===== src/rtl/core/nnis_pkg.sv =====
// package for the nearest neighbour image scaler
// holds frame sizes, field widths and the action codes; no dependencies
package nnis_pkg;
   localparam int MaxWidth   = 256;
   localparam int MaxHeight  = 256;
   localparam int MaxDstDim  = 4096;
   localparam int ColW       = $clog2(MaxWidth);
   localparam int RowW       = $clog2(MaxHeight);
   localparam int AddrW      = ColW + RowW;
   localparam int FrameWords = MaxWidth * MaxHeight;
   localparam int PixW       = 32;
   localparam int SrcW       = 9;
   localparam int DstW       = 13;
   localparam int CoordW     = 12;
   localparam int ProdW      = CoordW + SrcW;
   localparam int QuotW      = ProdW;

   typedef enum logic [0:0] {
      ACT_WRITE   = 1'b0,
      ACT_REQUEST = 1'b1
   } action_type;

   typedef enum logic [1:0] {
      REG_SRC_WIDTH  = 2'd0,
      REG_SRC_HEIGHT = 2'd1,
      REG_DST_WIDTH  = 2'd2,
      REG_DST_HEIGHT = 2'd3
   } reg_index_type;

   // clamp a size register value into 1..maxv
   function automatic logic [DstW-1:0] clamp_size(input logic [DstW-1:0] v,
                                                  input logic [DstW:0] maxv);
      logic [DstW-1:0] r;
      if (v == '0) r = DstW'(1);
      else if ({1'b0, v} > maxv) r = maxv[DstW-1:0];
      else r = v;
      return r;
   endfunction
endpackage


===== src/rtl/core/nnis_div.sv =====
// pipelined restoring divider, one quotient bit per stage
// depends on nnis_pkg
module nnis_div
   import nnis_pkg::*;
(
   input  logic             clock,
   input  logic             en,
   input  logic [ProdW-1:0] dividend,
   input  logic [DstW-1:0]  divisor,
   output logic [QuotW-1:0] quotient
);
   logic [ProdW-1:0] rem_ff [QuotW];
   logic [ProdW-1:0] quo_ff [QuotW];
   logic [DstW-1:0]  dvs_ff [QuotW];

   // one stage per quotient bit, most significant first
   for (genvar s = 0; s < QuotW; s++) begin : g_stage
      logic [ProdW-1:0] rem_cur;
      logic [ProdW-1:0] quo_cur;
      logic [DstW-1:0]  dvs_cur;
      logic [ProdW:0]   trial;
      logic [ProdW:0]   diff;
      if (s == 0) begin : g_first
         assign rem_cur = '0;
         assign quo_cur = dividend;
         assign dvs_cur = divisor;
      end else begin : g_next
         assign rem_cur = rem_ff[s-1];
         assign quo_cur = quo_ff[s-1];
         assign dvs_cur = dvs_ff[s-1];
      end
      always_comb begin
         trial = {rem_cur, quo_cur[ProdW-1]};
         diff  = trial - {{(ProdW+1-DstW){1'b0}}, dvs_cur};
      end
      always_ff @(posedge clock) begin
         if (en) begin
            if (!diff[ProdW]) begin
               rem_ff[s] <= diff[ProdW-1:0];
               quo_ff[s] <= {quo_cur[ProdW-2:0], 1'b1};
            end else begin
               rem_ff[s] <= trial[ProdW-1:0];
               quo_ff[s] <= {quo_cur[ProdW-2:0], 1'b0};
            end
            dvs_ff[s] <= dvs_cur;
         end
      end
   end
   assign quotient = quo_ff[QuotW-1];
endmodule


===== config.mk =====
export PLATFORM = sky130hd
export DESIGN_NAME = nnis_div
export DESIGN_NICKNAME = d
export VERILOG_FILES = /design/src/rtl/core/nnis_pkg.sv /design/src/rtl/core/nnis_div.sv
export SDC_FILE = /design/constraint.sdc
export NUM_CORES = 2
export LEC_CHECK = 0
export BUFFER_PORTS_ARGS = -buffer_cell sky130_fd_sc_hd__buf_4
export CORE_AREA = 2 2 459 461
export CTS_CLUSTER_SIZE = 20
export DETAILED_ROUTE_END_ITERATION = 12
export DIE_AREA = 0 0 461 463
export PLACE_DENSITY = 0.49
export SETUP_SLACK_MARGIN = 0.05
export SLEW_MARGIN = 15
export SYNTH_ARGS = -nofsm -noshare
export SYNTH_HDL_FRONTEND = slang
export SYNTH_SLANG_ARGS = --single-unit

===== constraint.sdc =====
create_clock -name clock -period 5.35 [get_ports clock]
set_clock_uncertainty 0.05 [all_clocks]
set_input_delay 0.2675 -clock clock [delete_from_list [all_inputs] [get_ports clock]]
set_output_delay 0.2675 -clock clock [all_outputs]
set_load 0.03 [all_outputs]

; ---- Word level (Yosys, flattened, before mapping)
; Memory sizes are Yosys's and may differ from the RTL's.
; Index checks and enable logic that the tools add are counted.
[op_classes]
muxes = 170
bitwise_logic = 42
addsub = 21
[op_table]
columns = op, n
row1 = $mux 21, 42
row2 = $sub 22x13->22, 20
row3 = $mux 1, 128
row4 = $or 1x1->1, 42
row5 = $sub 1x13->14, 1
[word_totals]
elab_cells = 236
output_inout_bits = 21
reg_bits = 0
mem_count = 3
ramBits = 1155
[memory_table]
columns = name, depth, width, read_ports, rd_clocked_by_memory_dff, write_ports, line
row1 = quo_ff, 21, 21, 21, 0, 21, nnis_div.sv:13  ; logic [ProdW-1:0] quo_ff [QuotW];
row2 = rem_ff, 21, 21, 20, 0, 21, nnis_div.sv:12  ; logic [ProdW-1:0] rem_ff [QuotW];
row3 = dvs_ff, 21, 13, 20, 0, 21, nnis_div.sv:14  ; logic [DstW-1:0] dvs_ff [QuotW];

; ---- Longest topological paths before layout
; An unclocked memory read counts as a cell.
[logic_depth]
word_depth = 6
mapped_depth = 14
depth_no_buf = 12

; ---- Least setup slack after synthesis
; OpenSTA, ideal clock, no wires.
[synth_timing]
kind = register -> register
from = memory rem_ff[3][32] (netlist name)
to = memory rem_ff[3][62] (netlist name) (data pin)
path_stages_with_launch = 11
setup_slack_ns = 2.110
period_less_slack_ns = 3.240
n_path_buf = 0
required_time_ns = 5.029
arrival_ns = 2.919
cell_sequence = edfxtp_1 > ha_1 > or4_4 > or3_4 > or4_4 > or4b_4 > o211ai_4 > inv_2 > o21ai_2 > nor4_1 > xor2_1
[synth_lines]
columns = item, line
row1 = from (decl), nnis_div.sv:12

==> impl_metrics.json <==
{
  "ctsResizeCount": 0,
  "final_nets": 4486,
  "numCtsBuffers": 118,
  "maxCapViolCount": 0,
  "drtAntennaViolNets": 0,
  "power_switching_mw": 7.04,
  "avgRoutedWirePerCell_um": 14.0,
  "clock_latency_ns": 0.74,
  "gr-total-overflow": 0,
  "grt_pass1_vias": 30183,
  "place_hpwl_um": 70500,
  "drtIter0Drc": 1812,
  "cts_tree": "done",
  "r2r_start": "dvs_ff[4][14]",
  "ir_worst_vdd_uv": 271,
  "layout-drive-gt1-share_pct": 8.03,
  "ys.warnings.count": 0,
  "cp.required_ns": 5.78,
  "initial_utilization_pct": 24.9,
  "pwr-share-clk_pct": 34.3,
  "rows": 168,
  "leakage_nw": 22.3,
  "synth-main-ff-cell": "edfxtp_1",
  "syn_inst": 4016,
  "finalMaxSlewViolations": 0,
  "drc": 0,
  "die_h_um": 463,
  "hp-start": "dividend[5]",
  "firstDrtPassIters": 5,
  "gp_congestion": 0.818,
  "detailroute.via_count": 29923,
  "yosysSeqAreaShare_pct": 64.4,
  "grt_max_degree": 188,
  "cp.arrival_ns": 4.42,
  "yosys.area.top_type_share_pct": 64.3,
  "fmax_mhz": 250,
  "cts_sinks": 1114,
  "antenna_found_initial": 2,
  "tns_ns": 0,
  "ys_top_cells_by_count": "edfxtp_1 (1,113), inv_1 (356), nand2_1 (307), ha_1 (261), o21ai_0 (257)",
  "crit_path_start_kind": "flop",
  "pwr-share-seq_pct": 45.7,
  "drt-total-wl_um": 98800,
  "hp-class": "in -> reg",
  "path_clk_slew_ns": 0.06,
  "synthTopCellsByArea": "edfxtp_1 (64%), ha_1 (6.3%), xor2_1 (3.0%)",
  "synth_nets": 4332,
  "powerDensity_nw_per_um2": 428,
  "crit_start": "dvs_ff[4][14]",
  "ys_seq_elements": 1114,
  "io_pins": 57,
  "synth_edf_count": 1113,
  "die_w_um": 461,
  "dieArea_sq_um": 213000,
  "area_delta_synth_final_pct": 16.4,
  "post_cts_buffers": 0,
  "yosysTopAreaCell": "edfxtp_1",
  "grt_setup_unrepaired": "no",
  "fin_crit_sh_pct": 74.7,
  "status": "complete, no violations",
  "io_buffer_count": 56,
  "vias_per_cell": 4.23,
  "worstSetupPathType": "reg -> reg",
  "finalHoldViolCount": 0,
  "fin_crit_ns": 4.00,
  "track_usage_pct": 9.15,
  "grt_pass1_wl_um": 159000,
  "highest_layer": "met4",
  "total_power_mw": 25.9,
  "avgSynthCellArea_sq_um": 12.9,
  "coreArea_sq_um": 209000,
  "yosysMostFrequentCell": "edfxtp_1",
  "synth.distinct_cells": 80,
  "finalSetupViolCount": 0,
  "power.internal_mw": 18.8,
  "synth_area_sq_um": 52000,
  "maxSlewHeadroom_pct": 29.8,
  "swShare_pct": 27.2,
  "pwr-share-comb_pct": 20.0,
  "cts.path.max_buffers": 3,
  "htree_levels": 3,
  "ctsRootBufferMaster": "clkbuf_16",
  "wl_met2_um": 49300,
  "tightest_slew_ns": 1.05,
  "worstSetupEndpointType": "flop",
  "wl_met3_um": 3180,
  "crit_fanout": 17,
  "wl_met1_um": 42800,
  "synthArstFlopShare_pct": 0,
  "nFillCells": 21106,
  "ctsHoldBuffers": 35
}
critical path, cell delays in order (launching register included):
cell and delay [ns]:
edfxtp_1 0.43, inv_1 0.09, ha_1 0.21, nor2b_1 0.14, o31a_1 0.30, o41ai_1 0.58
a31oi_1 0.24, a2111oi_0 0.53, xor2_1 0.18, and2_1 0.57, mux2_2 0.41
routing by layer:
metal / GRT usage, % / up-vias
met5: 0 / -
met3: 1.79 / 202
met1: 10.8 / 14234
met2: 16.2 / 441
met4: 3.41 / 0
li1: - / 15046
worst paths after layout:
path,end,slack [ns],cells past startpoint
setup / recovery,rem_ff[4][46],1.35,10
hold / removal,quo_ff[0][6],0.20,2
setup reg to reg,rem_ff[4][46],1.35,10
hold reg to reg,quo_ff[1][15],0.36,0
stage by stage:
stage | cell area (sq um) | setup slack (ns) | instances | hold WS, ns | util [%]
after floorplan | 52000 | 2.11 | 4016 | 0.316 | -
after detailed placement | 55900 | 1.30 | 6820 | 0.355 | 26.8
final | 60500 | 1.35 | 7076 | 0.204 | 29.0
after global routing | 60500 | 1.02 | 7076 | 0.155 | 29.0
after global placement | 55900 | 1.25 | 6820 | 0.350 | 26.8
after CTS | 60400 | 1.28 | 7075 | 0.125 | 29.0
cells in the final DEF, fill, tap and decap left out, drive strengths merged, types with 17 or more instances in the layout:
cell type,instances
edfxtp,1113
inv,359
nand2,307
o21ai,266
ha,261
nor2,232
a21oi,200
xor2,176
clkbuf,143
xnor2,142
nor3,95
buf,92
nand2b,67
nor2b,50
nand3,48
nor4,45
o21a,44
a21o,43
clkinv,43
o31ai,42
or3,37
dlygate4sd3,35
mux2,29
bufinv,28
and2,28
o211ai,25
a211oi,23
or2,20
mux2i,20
fa,19
nand4,17
kinds of logic (layout without fill, tap and decap cells):
logic type,count (synthesis),in the layout,share of synthesized area (%)
mux,49,49,1.01
xor+xnor,318,318,5.36
fa+ha+maj,280,280,7.02
other cells,0,1,0
simple gates,1023,1023,9.64
buf+inv,451,705,3.28
flops,1114,1114,64.4
compound gates,781,781,9.32
flip-flops by register name, summed over array words and instances (netlist names):
| register | flops |
|---|---|
| rem_ff | 413 |
| dvs_ff | 260 |
| quo_ff | 441 |
area by class of cell:
class	instances	area (sq um)	area share, %
sequential	1114	33400	55.3
multi-input combinational	2451	16900	27.9
tap	2805	3510	5.81
timing repair buffer	127	1090	1.80
antenna	1	2.50	0.00414
clock buffer	143	3110	5.15
inverter	358	1340	2.22
clock inverter	77	1100	1.83
power groups by stage:
| stage | Combinational [mW] | Sequential, mW | Clock [mW] |
|---|---|---|---|
| 2_1_floorplan | 4.03 | 11.7 | 0 |
| 3_3_place_gp | 5.07 | 12.0 | 0 |
| 3_5_place_dp | 5.16 | 12.0 | 0 |
| 4_1_cts | 5.21 | 11.8 | 9.18 |
| 5_1_grt | 5.88 | 12.0 | 9.51 |
| 6_report | 5.18 | 11.8 | 8.87 |
(Power assumes the default switching activity.)
